$ cat src/hw/rtl/gtmc_pkg.sv
// shared constants and types of the growing-tree maze carver
// no dependencies; used by the interfaces, the divider and the top level
`default_nettype none

package gtmc_pkg;

	localparam int MAX_SIDE = 64;
	localparam int SIDE_W   = 6;
	localparam int CELL_W   = 2 * SIDE_W;
	localparam int CELLS    = MAX_SIDE * MAX_SIDE;
	localparam int CNT_W    = CELL_W + 1;
	localparam int DIM_W    = 7;
	localparam int WGT_W    = 7;
	localparam int RAND_W   = 15;
	localparam int CFG_IDX_W = 2;
	localparam int CFG_DAT_W = 8;

	localparam logic [1:0] CMD_START = 2'd0;
	localparam logic [1:0] CMD_LOAD  = 2'd1;
	localparam logic [1:0] CMD_STEP  = 2'd2;

	localparam logic [CFG_IDX_W-1:0] REG_WIDTH  = 2'd0;
	localparam logic [CFG_IDX_W-1:0] REG_HEIGHT = 2'd1;
	localparam logic [CFG_IDX_W-1:0] REG_MODE   = 2'd2;
	localparam logic [CFG_IDX_W-1:0] REG_JUMP   = 2'd3;

	localparam logic [1:0] DIR_NORTH = 2'd0;
	localparam logic [1:0] DIR_WEST  = 2'd1;
	localparam logic [1:0] DIR_SOUTH = 2'd2;
	localparam logic [1:0] DIR_EAST  = 2'd3;

	typedef struct packed {
		logic              start;
		logic [RAND_W-1:0] dividend;
		logic [CNT_W-1:0]  divisor;
	} div_req_t;

	typedef struct packed {
		logic             done;
		logic [CNT_W-1:0] rem;
	} div_rsp_t;

endpackage

`default_nettype wire

$ cat src/hw/rtl/gtmc_divider.sv
// iterative restoring remainder unit, one dividend bit per cycle
// depends on gtmc_pkg
`default_nettype none

module gtmc_divider (
	input  wire                      clk,
	input  wire                      arst_n,
	input  wire gtmc_pkg::div_req_t  req,
	output gtmc_pkg::div_rsp_t       rsp
);

	localparam int STEPS = gtmc_pkg::RAND_W;
	localparam int STEP_W = $clog2(STEPS + 1);

	logic [STEP_W-1:0]             cnt_q;
	logic                          done_q;
	logic [gtmc_pkg::RAND_W-1:0]   dvd_q;
	logic [gtmc_pkg::CNT_W-1:0]    dvs_q;
	logic [gtmc_pkg::CNT_W-1:0]    rem_q;
	logic [gtmc_pkg::CNT_W:0]      trial;

	// shift next dividend bit into the partial remainder
	assign trial = {rem_q, dvd_q[gtmc_pkg::RAND_W-1]};

	always_ff @(posedge clk or negedge arst_n) begin
		if (!arst_n) begin
			cnt_q  <= '0;
			done_q <= 1'b0;
		end else begin
			done_q <= 1'b0;
			if (req.start) begin
				cnt_q <= STEP_W'(STEPS);
			end else if (cnt_q != '0) begin
				cnt_q <= cnt_q - STEP_W'(1);
				if (cnt_q == STEP_W'(1)) done_q <= 1'b1;
			end
		end
	end

	always_ff @(posedge clk) begin
		if (req.start) begin
			dvd_q <= req.dividend;
			dvs_q <= req.divisor;
			rem_q <= '0;
		end else if (cnt_q != '0) begin
			dvd_q <= {dvd_q[gtmc_pkg::RAND_W-2:0], 1'b0};
			if (trial >= {1'b0, dvs_q}) rem_q <= gtmc_pkg::CNT_W'(trial - {1'b0, dvs_q});
			else rem_q <= trial[gtmc_pkg::CNT_W-1:0];
		end
	end

	assign rsp.done = done_q;
	assign rsp.rem  = rem_q;

endmodule

`default_nettype wire

$ cat config.mk
export PLATFORM = sky130hd
export DESIGN_NAME = gtmc_divider
export DESIGN_NICKNAME = d
export VERILOG_FILES = /design/src/hw/rtl/gtmc_pkg.sv /design/src/hw/rtl/gtmc_divider.sv
export SDC_FILE = /design/constraint.sdc
export NUM_CORES = 1
export LEC_CHECK = 0
export BUFFER_PORTS_ARGS = -buffer_cell sky130_fd_sc_hd__buf_2
export CORE_MARGIN = 4
export CORE_UTILIZATION = 45
export CTS_CLUSTER_SIZE = 30
export DETAILED_ROUTE_END_ITERATION = 10
export GPL_TIMING_DRIVEN = 0
export PLACE_DENSITY = 0.69
export SLEW_MARGIN = 20
export SYNTH_ARGS = -nofsm -noshare
export SYNTH_HDL_FRONTEND = slang
export SYNTH_SLANG_ARGS = --single-unit
$ cat constraint.sdc
create_clock -name clk -period 2.4 [get_ports clk]
set_input_delay 0 -clock clk [delete_from_list [all_inputs] [get_ports clk]]
set_output_delay 0 -clock clk [all_outputs]
set_load 0.1 [all_outputs]
# Yosys cells after proc, flatten, opt, wreduce, memory -nomap -nowiden
# Index checks and enable logic that the tools add are counted.
# totals
input_bits,31
register_bits,46
output_inout_bits,14
wordCells,19
# classes
n_mux,8
reduce_logical,2
n_lt_le_gt_ge,1
eq_ne,1
addsub,2
# ops
operator,n
2-to-1 mux 15 bit,2
greater-or-equal comparator 14 x 13 -> 1 bit,1
2-to-1 mux 13 bit,1
subtractor 13 bit,1
2-to-1 mux 4 bit,2
== test 4 x 1 -> 1 bit (second input constant),1
nonzero test 4 bit,1
subtractor 4 x 1 -> 4 bit (second input constant),1
2-to-1 mux 1 bit,3
nonzero test 2 bit,1

# Logic depth before layout (Yosys ltp)
# Gate-level depths: netlist of run 1.
# logic_depth
ltp_word,4
ltp_mapped,11
ltp_nobuf,10

# Least setup slack after synthesis of run 1
# Ideal clock, no wire load.
# synth_path
path_type,register to register
start,register rem_q[0] in the netlist's numbering
end,register rem_q[9] in the netlist's numbering
path_stages_with_launch,10
period_less_slack_ns,3.042
required_time_ns,2.320
arrival_ns,2.962
setup_time_ns,0.080
setup_slack_ns,-0.642
path_buffers,0
path_cell_list,dfxtp_1 inv_1 fa_1 nand2b_1 a21oi_1 o31a_1 o2111ai_2 and2_4 or3b_1 a211oi_2
# synth_between
elab_chain_len,2
word_cells_on_any_way,3
# synth_lines
element,line_no,rtl
start: declaration,gtmc_divider.sv:19,logic [gtmc_pkg::CNT_W-1:0] rem_q;
start signal: assignment,gtmc_divider.sv:47,"if (trial >= {1'b0, dvs_q}) rem_q <= gtmc_pkg::CNT_W'(trial - {1'b0, dvs_q});"
start signal: assignment,gtmc_divider.sv:48,else rem_q <= trial[gtmc_pkg::CNT_W-1:0];
subtractor 13 bit or greater-or-equal comparator 14 x 13 -> 1 bit (tied branches),gtmc_divider.sv:47,
2-to-1 mux 13 bit *,gtmc_divider.sv:47,
# Every way passes the cells marked *; elsewhere a longest branch is shown, timed or not.
# A chain may end at the register's enable or synchronous reset.

# Final worst setup path of run 1
# layout_path
start,register dvd_q[14] in the netlist's numbering
end,register rem_q[9] in the netlist's numbering
# layout_between
elab_chain_len,2
word_cells_on_any_way,3
# layout_lines
element,line_no,rtl
start: declaration,gtmc_divider.sv:17,logic [gtmc_pkg::RAND_W-1:0] dvd_q;
start signal: assignment,gtmc_divider.sv:42,dvd_q <= req.dividend;
start signal: assignment,gtmc_divider.sv:46,"dvd_q <= {dvd_q[gtmc_pkg::RAND_W-2:0], 1'b0};"
subtractor 13 bit or greater-or-equal comparator 14 x 13 -> 1 bit (tied branches),gtmc_divider.sv:47,
2-to-1 mux 13 bit *,gtmc_divider.sv:47,
# Marks and branches as above.

==> results of run 1 <==
## kinds of logic after synthesis
family                   Yosys count  share of synthesized area, %
XOR/XNOR                           9                         3.111
multiplexers                      14                         6.222
AO/OA/AOI/OAI                     43                         11.60
AND/OR/NAND/NOR                   88                         17.83
buffers and inverters             29                         4.641
flip-flops                        46                         48.40
adder cells (fa/ha/maj)           16                         8.198
## metal layers
layer / up-vias / share of wire (%)
li1: 1073 / -
met5: - / 0
met3: 6 / 6.4
met2: 75 / 46
met1: 986 / 46
met4: 0 / 1.3
## critical path: cells and delay by family, from the launching register on
family                   cells  cell delay, ns
AO/OA/AOI/OAI                4            0.66
adder cells (fa/ha/maj)      2            0.55
buffers and inverters        1            0.06
flip-flops                   1            0.38
AND/OR/NAND/NOR              3            0.74
## cell usage after synthesis, types with 4 or more instances
cell type                   n
sky130_fd_sc_hd__mux2_2    14
sky130_fd_sc_hd__nand2b_1   6
sky130_fd_sc_hd__clkbuf_1   6
sky130_fd_sc_hd__dfxtp_1   13
sky130_fd_sc_hd__ha_1      15
sky130_fd_sc_hd__inv_1     19
sky130_fd_sc_hd__nand3_1    4
sky130_fd_sc_hd__a211oi_1   4
sky130_fd_sc_hd__dfrtp_1    5
sky130_fd_sc_hd__edfxtp_1  28
sky130_fd_sc_hd__nand2_1   12
sky130_fd_sc_hd__nor2_1    25
sky130_fd_sc_hd__a21oi_1   14
sky130_fd_sc_hd__nor4_1     6
sky130_fd_sc_hd__xnor2_1    6
sky130_fd_sc_hd__nor3_1    15
sky130_fd_sc_hd__o21ai_0    7
## registers in the layout, indices dropped and copies added, names as in the netlist
| register | cells |
|---|---|
| cnt_q | 4 |
| dvd_q | 15 |
| rem_q | 13 |
| dvs_q | 13 |
| done_q | 1 |
## final cells by class
type	instances	area [sq um]	area share, %
Multi-Input combinational cell	170	1310	37.84
Sequential cell	46	1254	36.21
Timing Repair Buffer	80	581.8	16.81
Tap cell	72	90.09	2.602
Inverter	19	71.32	2.060
Clock buffer	5	68.82	1.988
Buffer	10	65.06	1.879
Clock inverter	3	21.27	0.6144
## power by group
part           total [mW]  switching [mW]  internal [mW]
registers            1.13           0.131           1.00
logic                2.18            1.40          0.783
clock network       0.478           0.274          0.205
total                3.79            1.80           1.99
## final timing paths
check,start,endpoint,cells after the start
worst max-delay path,dvd_q[14],rem_q[9],10
worst min register to register,rem_q[7],rem_q[8],2
max in group asynchronous,arst_n,cnt_q[3],2
worst min-delay path,req[25],dvd_q[12],2
min in group asynchronous,arst_n,cnt_q[0],2
worst max register to register,dvd_q[14],rem_q[9],10
## what timing repair did
item	in CTS	in global routing
gates cloned	0	1
setup buffers	5	2
hold endpoints to repair	32	0
endpoints found under the setup margin	28	28
hold buffers	28	0
pin swaps	6	17
gates resized for setup	8	23
==> flow_results.xml, run 1 <==
<?xml version="1.0" encoding="UTF-8"?>
<metrics>
  <group name="status">
    <metric name="status" unit="">finished, violations left</metric>
    <metric name="violations_in_the_final_reports" unit="">negative setup slack</metric>
  </group>
  <group name="clocking">
    <metric name="htree_num_levels" unit="">2</metric>
    <metric name="clockRootBuffer" unit="">sky130_fd_sc_hd__clkbuf_8</metric>
    <metric name="cts_buffer_depth" unit="">2</metric>
    <metric name="cts_num_sinks" unit="">46</metric>
    <metric name="cts-buffers-inserted" unit="">5</metric>
    <metric name="worst_skew_pair.late_latency" unit="ns">0.30</metric>
    <metric name="clk_transition_reported_paths" unit="ns">0.09</metric>
    <metric name="cts_tree" unit="">built</metric>
  </group>
  <group name="final_layout">
    <metric name="num_antenna_cells" unit="">0</metric>
    <metric name="final_layout_size_suffix_gt1_share" unit="%">34.53</metric>
    <metric name="mostFrequentLayoutCells" unit="">sky130_fd_sc_hd__buf_2 (44), sky130_fd_sc_hd__edfxtp_1 (28), sky130_fd_sc_hd__dlygate4sd3_1 (28), sky130_fd_sc_hd__nor2_1 (25), sky130_fd_sc_hd__inv_1 (18)</metric>
    <metric name="fill_count" unit="">462</metric>
    <metric name="layout_commonest_cell" unit="">sky130_fd_sc_hd__buf_2</metric>
    <metric name="flow.area_growth_from_synthesis" unit="%">36.64</metric>
    <metric name="finish.net_count" unit="">379</metric>
    <metric name="fin_util" unit="%">63.26</metric>
    <metric name="final_cells" unit="">405</metric>
    <metric name="final_design_area_no_fill" unit="sq um">3462</metric>
  </group>
  <group name="placement">
    <metric name="placement.cell_area" unit="sq um">2885</metric>
    <metric name="placer_congestion" unit="">0.8162</metric>
    <metric name="io_buffers" unit="">44</metric>
    <metric name="hpwlAfterDp" unit="microns">4006</metric>
    <metric name="pre_cts_ws" unit="ns">-0.4009</metric>
    <metric name="placedCellCount" unit="">361</metric>
  </group>
  <group name="worst_setup_path">
    <metric name="timing.critical_path.cells" unit="">inv_1, ha_2, fa_2, nand2b_4, a21oi_4, o31a_1, o2111ai_2, and2_4, or3b_1, a211oi_2</metric>
    <metric name="regToRegSetupSlack" unit="ns">-0.07</metric>
    <metric name="worst_ep_required_time" unit="ns">2.62</metric>
    <metric name="cell_at_the_slowest_stage_of_the_critical_path" unit="">sky130_fd_sc_hd__edfxtp_1</metric>
    <metric name="critPathMaxStageDelay" unit="ns">0.38</metric>
    <metric name="worst_setup_path_start_kind" unit="">flip-flop</metric>
    <metric name="critPathKind" unit="">flip-flop to flip-flop</metric>
    <metric name="critPathArrivalTime" unit="ns">2.70</metric>
    <metric name="endpoint_kind" unit="">flip-flop</metric>
    <metric name="worst-path-max-fanout" unit="">5</metric>
  </group>
  <group name="synthesis">
    <metric name="synth_top_area_cell" unit="">sky130_fd_sc_hd__edfxtp_1</metric>
    <metric name="ys_seq_area_share" unit="%">48.40</metric>
    <metric name="synth_area" unit="sq um">2534</metric>
    <metric name="synth_fp_nets" unit="">292</metric>
    <metric name="postSynth.asyncResetShare" unit="%">10.87</metric>
    <metric name="synth_warnings" unit="">0</metric>
    <metric name="netlist-cell-type-count" unit="">43</metric>
    <metric name="post_synth_inst_count" unit="">245</metric>
    <metric name="syn_avg_cell_area" unit="sq um">10.34</metric>
    <metric name="synth_largest_type_area_fraction" unit="%">33.19</metric>
    <metric name="synth.ff_latch_count" unit="">46</metric>
    <metric name="synth-edff-count" unit="">28</metric>
    <metric name="netlist_top_cells_area" unit="">sky130_fd_sc_hd__edfxtp_1 (33%), sky130_fd_sc_hd__dfxtp_1 (10%), sky130_fd_sc_hd__ha_1 (7.4%)</metric>
    <metric name="flip_flop_cell_with_the_highest_count_after_synthesis" unit="">sky130_fd_sc_hd__edfxtp_1</metric>
  </group>
  <group name="global_route">
    <metric name="grt_use_met3" unit="%">3.770</metric>
    <metric name="number_of_antenna_violations_at_the_first_check_in_global_routing" unit="">0</metric>
    <metric name="grt_pass1_vias" unit="">1966</metric>
    <metric name="use_met1" unit="%">23.80</metric>
    <metric name="global_route.overflow_total" unit="">0</metric>
    <metric name="grt_usage" unit="%">16.80</metric>
    <metric name="grt.met2_usage" unit="%">25.73</metric>
    <metric name="grt_first_pass_wirelength" unit="microns">9508</metric>
    <metric name="maximum_number_of_pins_on_one_net_before_global_route_repair" unit="">16</metric>
    <metric name="busiest_layer" unit="">met2</metric>
  </group>
  <group name="power">
    <metric name="irDropWorstVdd" unit="mV">0.8312</metric>
    <metric name="power.density" unit="nW/um^2">1096</metric>
    <metric name="pnr_total_power" unit="mW">3.794</metric>
    <metric name="leakagePower" unit="nW">1.487</metric>
  </group>
  <group name="timing">
    <metric name="maxSlewHeadroom" unit="%">62.97</metric>
    <metric name="hold_slack" unit="ns">0.009907</metric>
    <metric name="tightest_slew" unit="ns">0.5496</metric>
    <metric name="fin_skew" unit="ns">0.007834</metric>
    <metric name="fin_crit_sh" unit="%">103.0</metric>
    <metric name="final_hold_viol_count" unit="">0</metric>
    <metric name="final_period_minus_worst_setup_slack" unit="ns">2.472</metric>
    <metric name="finalSetupViolations" unit="">7</metric>
    <metric name="tns" unit="ns">-0.2545</metric>
    <metric name="grt_setup_unrepaired" unit="">true</metric>
    <metric name="fmax" unit="MHz">404.6</metric>
    <metric name="report.final.slew_viol_count" unit="">0</metric>
    <metric name="final.setup.worst_slack" unit="ns">-0.07179</metric>
  </group>
  <group name="route">
    <metric name="wl_per_cell" unit="microns">14.03</metric>
    <metric name="detail_route.wirelength" unit="microns">5681</metric>
    <metric name="drt_first_pass_iters" unit="">4</metric>
    <metric name="drt_first_iter_violations" unit="">123</metric>
    <metric name="residual_antenna_violating_net_count_after_detailed_routing" unit="">0</metric>
    <metric name="viasPerCell" unit="">5.284</metric>
    <metric name="drt_drc_violations_left" unit="">0</metric>
    <metric name="detailed_route_via_count" unit="">2140</metric>
  </group>
  <group name="die">
    <metric name="floorplan.initialDensity" unit="%">46.30</metric>
    <metric name="fp.dieH" unit="microns">83.04</metric>
    <metric name="ioPinCount" unit="">45</metric>
    <metric name="core" unit="sq um">5473</metric>
    <metric name="rows" unit="">27</metric>
    <metric name="die_w" unit="microns">83.04</metric>
    <metric name="fp.dieArea" unit="sq um">6895</metric>
  </group>
  <group name="min_path">
    <metric name="min_path_type" unit="">input pin to flip-flop</metric>
  </group>
  <group name="run">
    <metric name="drv_cap" unit="">0</metric>
  </group>
</metrics>
Note: power is estimated with default switching activity, not from simulation.
==> run 2: changes to the inputs <==
- CTS_CLUSTER_DIAMETER: not set -> 40
- RECOVER_POWER: not set -> 50
==> run 2 against run 1 <==
Compared with the run above: the run still ends with negative setup slack left; via count hardly changed; first-iteration DRC count up 8.1%; final cell count unchanged; combinational power hardly changed; design area shrank 0.25%; global-route usage stayed put; largest cell class unchanged; highest routed layer unchanged.
==> flow_results.xml, run 2 (same netlist as run 1, synthesis figures left out) <==
<?xml version="1.0" encoding="UTF-8"?>
<metrics>
  <group name="status">
    <metric name="status" unit="">finished, violations left</metric>
    <metric name="violations_in_the_final_reports" unit="">negative setup slack</metric>
  </group>
  <group name="final_layout">
    <metric name="max_flop_register" unit="">dvd_q</metric>
    <metric name="final_cells" unit="">405</metric>
    <metric name="finish.net_count" unit="">379</metric>
    <metric name="largest_reg_flops" unit="">15</metric>
    <metric name="layout_commonest_cell" unit="">sky130_fd_sc_hd__buf_2</metric>
    <metric name="num_antenna_cells" unit="">0</metric>
    <metric name="final_layout_size_suffix_gt1_share" unit="%">32.43</metric>
    <metric name="fin_util" unit="%">63.10</metric>
    <metric name="mostFrequentLayoutCells" unit="">sky130_fd_sc_hd__buf_2 (37), sky130_fd_sc_hd__edfxtp_1 (28), sky130_fd_sc_hd__dlygate4sd3_1 (28), sky130_fd_sc_hd__nor2_1 (25), sky130_fd_sc_hd__inv_1 (18)</metric>
    <metric name="flow.area_growth_from_synthesis" unit="%">36.30</metric>
    <metric name="largest_registers" unit="">dvd_q (15), dvs_q (13), rem_q (13)</metric>
    <metric name="final_design_area_no_fill" unit="sq um">3453</metric>
  </group>
  <group name="timing">
    <metric name="maxSlewHeadroom" unit="%">22.40</metric>
    <metric name="fmax" unit="MHz">403.9</metric>
    <metric name="hold_slack" unit="ns">0.009783</metric>
    <metric name="fin_crit_sh" unit="%">103.2</metric>
    <metric name="final_hold_viol_count" unit="">0</metric>
    <metric name="report.final.slew_viol_count" unit="">0</metric>
    <metric name="final.setup.worst_slack" unit="ns">-0.07616</metric>
    <metric name="fin_skew" unit="ns">0.007885</metric>
    <metric name="grt_setup_unrepaired" unit="">true</metric>
    <metric name="final_period_minus_worst_setup_slack" unit="ns">2.476</metric>
    <metric name="tightest_slew" unit="ns">1.169</metric>
    <metric name="finalSetupViolations" unit="">7</metric>
  </group>
  <group name="worst_setup_path">
    <metric name="endpoint_kind" unit="">flip-flop</metric>
    <metric name="r2r_start" unit="">dvd_q[14]</metric>
    <metric name="regToRegSetupSlack" unit="ns">-0.08</metric>
    <metric name="critPathArrivalTime" unit="ns">2.70</metric>
    <metric name="timing.critical_path.cells" unit="">inv_1, ha_2, fa_2, nand2b_4, a21oi_4, o31a_1, o2111ai_2, and2_4, or3b_1, a211oi_2</metric>
    <metric name="worst_path_dominant_cell_family" unit="">simple AND/OR/NAND/NOR gates</metric>
    <metric name="crit-reg2reg-capture" unit="">rem_q[9]</metric>
    <metric name="cell_at_the_slowest_stage_of_the_critical_path" unit="">sky130_fd_sc_hd__edfxtp_1</metric>
    <metric name="worst_setup_path_start_kind" unit="">flip-flop</metric>
    <metric name="crit_cells" unit="">10</metric>
    <metric name="buffer_and_inverter_count_on_the_worst_path" unit="">1</metric>
    <metric name="critPathKind" unit="">flip-flop to flip-flop</metric>
    <metric name="worst_ep_required_time" unit="ns">2.62</metric>
    <metric name="timing.reg2reg.worst_path_depth" unit="">10</metric>
    <metric name="worst-path-max-fanout" unit="">5</metric>
    <metric name="critPathMaxStageDelay" unit="ns">0.38</metric>
  </group>
  <group name="clocking">
    <metric name="cts_buffer_depth" unit="">2</metric>
    <metric name="cts_num_sinks" unit="">46</metric>
    <metric name="clockRootBuffer" unit="">sky130_fd_sc_hd__clkbuf_8</metric>
    <metric name="worst_skew_pair.late_latency" unit="ns">0.30</metric>
    <metric name="clk_transition_reported_paths" unit="ns">0.09</metric>
    <metric name="cts-buffers-inserted" unit="">5</metric>
    <metric name="htree_num_levels" unit="">2</metric>
    <metric name="cts_tree" unit="">built</metric>
  </group>
  <group name="die">
    <metric name="ioPinCount" unit="">45</metric>
    <metric name="die_w" unit="microns">83.04</metric>
    <metric name="floorplan.initialDensity" unit="%">46.30</metric>
    <metric name="fp.dieH" unit="microns">83.04</metric>
    <metric name="fp.dieArea" unit="sq um">6895</metric>
    <metric name="rows" unit="">27</metric>
    <metric name="core" unit="sq um">5473</metric>
  </group>
  <group name="min_path">
    <metric name="min_path_type" unit="">input pin to flip-flop</metric>
    <metric name="holdPathEnd" unit="">dvd_q[12]</metric>
    <metric name="hold_path_stages" unit="">2</metric>
    <metric name="hold_path_startpoint" unit="">req[25]</metric>
  </group>
  <group name="route">
    <metric name="drt_drc_violations_left" unit="">0</metric>
    <metric name="residual_antenna_violating_net_count_after_detailed_routing" unit="">0</metric>
    <metric name="viasPerCell" unit="">5.279</metric>
    <metric name="drt_first_iter_violations" unit="">133</metric>
    <metric name="detail_route.wirelength" unit="microns">5675</metric>
    <metric name="drt_first_pass_iters" unit="">4</metric>
    <metric name="wl_per_cell" unit="microns">14.01</metric>
    <metric name="detailed_route_via_count" unit="">2138</metric>
  </group>
  <group name="power">
    <metric name="leakagePower" unit="nW">1.461</metric>
    <metric name="irDropWorstVdd" unit="mV">0.8296</metric>
    <metric name="power.density" unit="nW/um^2">1096</metric>
  </group>
  <group name="global_route">
    <metric name="grt_usage" unit="%">16.80</metric>
    <metric name="grt_pass1_vias" unit="">1966</metric>
    <metric name="grt_first_pass_wirelength" unit="microns">9508</metric>
    <metric name="number_of_antenna_violations_at_the_first_check_in_global_routing" unit="">0</metric>
    <metric name="maximum_number_of_pins_on_one_net_before_global_route_repair" unit="">16</metric>
    <metric name="global_route.overflow_total" unit="">0</metric>
  </group>
  <group name="placement">
    <metric name="placement.cell_area" unit="sq um">2885</metric>
    <metric name="pre_cts_ws" unit="ns">-0.4009</metric>
    <metric name="placedCellCount" unit="">361</metric>
    <metric name="placer_congestion" unit="">0.8162</metric>
    <metric name="io_buffers" unit="">44</metric>
    <metric name="hpwlAfterDp" unit="microns">4006</metric>
  </group>
  <group name="run">
    <metric name="drv_cap" unit="">0</metric>
  </group>
</metrics>
## run 2: cell types whose count changed in the layout (fill, tap and decap cells not counted), sizes merged
cell,change
buf,-7
clkbuf,+7
## run 2: worst max-delay path by stage
stage | start | end | slack [ns]
2_1_floorplan | rem_q[0] | rem_q[9] | 0.003
3_3_place_gp | cnt_q[0] | dvd_q[3] | -0.36
3_5_place_dp | cnt_q[0] | dvd_q[7] | -0.40
4_1_cts | dvd_q[14] | rem_q[9] | -0.06
5_1_grt | dvd_q[14] | rem_q[9] | -0.17
6_report | dvd_q[14] | rem_q[9] | -0.08
## run 2: area by class of cell
cell class	instances	area, sq um
Tap cell	72	90.09
Sequential cell	46	1254
Fill cell	462	2019
Buffer	10	65.06
Clock buffer	5	68.82
Multi-Input combinational cell	170	1310
Timing Repair Buffer	80	573.1
Inverter	19	71.32
Clock inverter	3	21.27
## run 2: repair_timing
action | in CTS | in global routing
endpoints found under the hold margin | 32 | 0
hold buffers | 28 | 0
endpoints found under the setup margin | 28 | 28
resized for setup | 8 | 23
gates cloned | 0 | 1
pin swaps | 6 | 17
setup buffers | 5 | 2
## run 2: stage by stage
step           power [mW]  TNS (ns)
3_3_place_gp        2.921    -5.863
2_1_floorplan       2.604         0
6_report            3.786   -0.2746
3_5_place_dp        2.946    -6.798
5_1_grt             4.002    -1.692
4_1_cts             3.506  -0.08252
## run 2: layer usage
metal	vias to the layer above	part of all wire, %	global-route usage (%)
met2	73	46	25.73
met5	-	0	0
met4	0	1.3	4.903
met3	6	6.7	3.770
li1	1074	-	-
met1	985	46	23.80
## run 2: report_power, final
group	internal, mW	switching [mW]	leakage (nW)
Sequential	1.00	0.132	0.454
Combinational	0.774	1.40	0.963
Clock	0.205	0.274	0.0441
==> run 3: changes to the inputs <==
- CELL_PAD_IN_SITES_DETAIL_PLACEMENT: not set -> 1
- CELL_PAD_IN_SITES_GLOBAL_PLACEMENT: not set -> 2
- CORE_UTILIZATION: 45 -> 32
- PLACE_DENSITY: 0.69 -> not set
- PLACE_DENSITY_LB_ADDON: not set -> 0.1
- REMOVE_ABC_BUFFERS: not set -> 1
==> run 3 against run 2 <==
Compared with the run above: the run still ends with negative setup slack left; fmax is 1.5% higher; clock power is 24% higher; global-route usage is 3.0 points lower; critical path depth stayed put; clock skew is 0.0043 ns higher; register-to-register slack better by 0.04 ns; clock-buffer cell count is 2 higher; design area is 2.6% lower; via count is 3.2% lower; flip-flop and latch count stayed put; critical endpoint unchanged.
==> flow_results.xml, run 3 (same netlist as run 1, synthesis figures left out) <==
<?xml version="1.0" encoding="UTF-8"?>
<metrics>
  <group name="status">
    <metric name="status" unit="">finished, violations left</metric>
    <metric name="violations_in_the_final_reports" unit="">negative setup slack</metric>
  </group>
  <group name="run">
    <metric name="drv_cap" unit="">0</metric>
  </group>
  <group name="global_route">
    <metric name="global_route.overflow_total" unit="">0</metric>
    <metric name="maximum_number_of_pins_on_one_net_before_global_route_repair" unit="">50</metric>
    <metric name="grt_pass1_vias" unit="">2260</metric>
    <metric name="grt_usage" unit="%">13.82</metric>
    <metric name="grt_first_pass_wirelength" unit="microns">10780</metric>
    <metric name="number_of_antenna_violations_at_the_first_check_in_global_routing" unit="">0</metric>
  </group>
  <group name="timing">
    <metric name="final_period_minus_worst_setup_slack" unit="ns">2.440</metric>
    <metric name="grt_setup_unrepaired" unit="">true</metric>
    <metric name="final.setup.worst_slack" unit="ns">-0.04005</metric>
    <metric name="fmax" unit="MHz">409.8</metric>
    <metric name="fin_crit_sh" unit="%">101.7</metric>
    <metric name="finalSetupViolations" unit="">1</metric>
    <metric name="fin_skew" unit="ns">0.01214</metric>
    <metric name="tightest_slew" unit="ns">1.189</metric>
    <metric name="maxSlewHeadroom" unit="%">21.08</metric>
    <metric name="final_hold_viol_count" unit="">0</metric>
    <metric name="report.final.slew_viol_count" unit="">0</metric>
  </group>
  <group name="final_layout">
    <metric name="max_flop_register" unit="">dvd_q</metric>
    <metric name="final_layout_size_suffix_gt1_share" unit="%">27.33</metric>
    <metric name="flow.area_growth_from_synthesis" unit="%">32.74</metric>
    <metric name="mostFrequentLayoutCells" unit="">sky130_fd_sc_hd__buf_2 (35), sky130_fd_sc_hd__edfxtp_1 (28), sky130_fd_sc_hd__nor2_1 (25), sky130_fd_sc_hd__dlygate4sd3_1 (23), sky130_fd_sc_hd__inv_1 (19)</metric>
    <metric name="final_cells" unit="">424</metric>
    <metric name="layout_commonest_cell" unit="">sky130_fd_sc_hd__buf_2</metric>
    <metric name="largest_registers" unit="">dvd_q (15), dvs_q (13), rem_q (13)</metric>
    <metric name="num_antenna_cells" unit="">0</metric>
    <metric name="largest_reg_flops" unit="">15</metric>
    <metric name="finish.net_count" unit="">368</metric>
    <metric name="fin_util" unit="%">43.52</metric>
    <metric name="final_design_area_no_fill" unit="sq um">3363</metric>
  </group>
  <group name="power">
    <metric name="power.density" unit="nW/um^2">1123</metric>
    <metric name="irDropWorstVdd" unit="mV">0.3155</metric>
    <metric name="leakagePower" unit="nW">1.418</metric>
  </group>
  <group name="route">
    <metric name="viasPerCell" unit="">4.880</metric>
    <metric name="detailed_route_via_count" unit="">2069</metric>
    <metric name="drt_first_iter_violations" unit="">59</metric>
    <metric name="residual_antenna_violating_net_count_after_detailed_routing" unit="">0</metric>
    <metric name="drt_first_pass_iters" unit="">4</metric>
    <metric name="drt_drc_violations_left" unit="">0</metric>
    <metric name="detail_route.wirelength" unit="microns">6355</metric>
    <metric name="wl_per_cell" unit="microns">14.99</metric>
  </group>
  <group name="die">
    <metric name="core" unit="sq um">7727</metric>
    <metric name="die_w" unit="microns">96.98</metric>
    <metric name="fp.dieH" unit="microns">96.98</metric>
    <metric name="floorplan.initialDensity" unit="%">32.79</metric>
    <metric name="fp.dieArea" unit="sq um">9405</metric>
    <metric name="rows" unit="">32</metric>
    <metric name="ioPinCount" unit="">45</metric>
  </group>
  <group name="placement">
    <metric name="placement.cell_area" unit="sq um">2848</metric>
    <metric name="io_buffers" unit="">44</metric>
    <metric name="hpwlAfterDp" unit="microns">4219</metric>
    <metric name="placer_congestion" unit="">0.6933</metric>
    <metric name="placedCellCount" unit="">382</metric>
  </group>
  <group name="worst_setup_path">
    <metric name="crit_cells" unit="">10</metric>
    <metric name="cell_at_the_slowest_stage_of_the_critical_path" unit="">sky130_fd_sc_hd__edfxtp_1</metric>
    <metric name="critPathKind" unit="">flip-flop to flip-flop</metric>
    <metric name="regToRegSetupSlack" unit="ns">-0.04</metric>
    <metric name="critPathMaxStageDelay" unit="ns">0.37</metric>
    <metric name="critPathArrivalTime" unit="ns">2.66</metric>
    <metric name="worst_ep_required_time" unit="ns">2.62</metric>
    <metric name="worst-path-max-fanout" unit="">7</metric>
    <metric name="worst_setup_path_endpoint" unit="">rem_q[9]</metric>
    <metric name="crit-reg2reg-capture" unit="">rem_q[9]</metric>
    <metric name="timing.critical_path.cells" unit="">inv_1, ha_2, fa_2, nand2b_4, a21oi_2, o31a_1, o2111ai_2, and2_4, or3b_1, a211oi_2</metric>
    <metric name="worst_setup_path_start_kind" unit="">flip-flop</metric>
    <metric name="r2r_start" unit="">dvd_q[14]</metric>
    <metric name="buffer_and_inverter_count_on_the_worst_path" unit="">1</metric>
    <metric name="endpoint_kind" unit="">flip-flop</metric>
    <metric name="timing.reg2reg.worst_path_depth" unit="">10</metric>
    <metric name="worst_path_dominant_cell_family" unit="">simple AND/OR/NAND/NOR gates</metric>
    <metric name="worstSetupStartpoint" unit="">dvd_q[14]</metric>
  </group>
  <group name="clocking">
    <metric name="cts_buffer_depth" unit="">2</metric>
    <metric name="clockRootBuffer" unit="">sky130_fd_sc_hd__clkbuf_8</metric>
    <metric name="cts_num_sinks" unit="">46</metric>
    <metric name="clk_transition_reported_paths" unit="ns">0.09</metric>
    <metric name="cts_tree" unit="">built</metric>
    <metric name="htree_num_levels" unit="">2</metric>
    <metric name="cts-buffers-inserted" unit="">5</metric>
    <metric name="worst_skew_pair.late_latency" unit="ns">0.30</metric>
  </group>
  <group name="min_path">
    <metric name="hold_path_stages" unit="">2</metric>
    <metric name="min_path_type" unit="">input pin to flip-flop</metric>
  </group>
</metrics>
[run 3: routing by layer]
metal	vias to the layer above	part of all wire, %	track usage (%)
li1	1037	-	-
met1	997	46	17.90
met2	33	49	23.35
met3	2	4.2	3.461
met4	0	0.63	2.916
met5	-	0	0
[run 3: final cells by class]
type | count | area [sq um]
fill | 868 | 4364
multi-input combinational | 170 | 1299
sequential | 46 | 1226
timing repair buffer | 79 | 533.0
tap | 102 | 127.6
clock buffer | 7 | 76.32
inverter | 19 | 71.32
clock inverter | 1 | 30.03
[run 3: timing repair]
item                                    in CTS  in global routing
setup buffers                                9                  2
hold endpoints to repair                    26                  1
pin swaps                                   11                 11
gates cloned                                 0                  0
resized for setup                           17                  6
hold buffers                                22                  1
endpoints found under the setup margin      28                 28
[run 3: stage by stage]
step           setup TNS (ns)  hold WS, ns  power, mW  setup slack [ns]
2_1_floorplan          -13.73      -0.2956      2.513           -0.6759
3_3_place_gp           -39.09      -0.1751      2.879            -1.889
3_5_place_dp           -7.189      -0.1705      2.903           -0.3947
4_1_cts               -0.3814    0.0002042      3.787           -0.1158
5_1_grt               -0.8744     0.002055      4.035           -0.1620
6_report             -0.04005      0.01142      3.777          -0.04005
[run 3: worst register-to-register path, delay by kind of cell, from the launching register on]
kind / cells / cell delay (ns)
AND/OR/NAND/NOR: 3 / 0.76
AO/OA/AOI/OAI: 4 / 0.65
adder cells (fa/ha/maj): 2 / 0.54
flip-flops: 1 / 0.37
buffers and inverters: 1 / 0.06
[run 3: how the worst min path moves through the flow]
stage | from | end
finish | req[24] | dvd_q[11]
CTS | req[22] | dvd_q[9]
detailed placement | arst_n | cnt_q[0]
global route | req[19] | dvd_q[6]
floorplan | arst_n | cnt_q[0]
global placement | arst_n | cnt_q[0]
[run 3: power by group]
part / switching (mW) / total [mW] / leakage, nW / internal (mW)
Clock: 0.281 / 0.593 / 0.0524 / 0.313
Sequential: 0.105 / 1.08 / 0.447 / 0.976
Combinational: 1.39 / 2.10 / 0.918 / 0.711
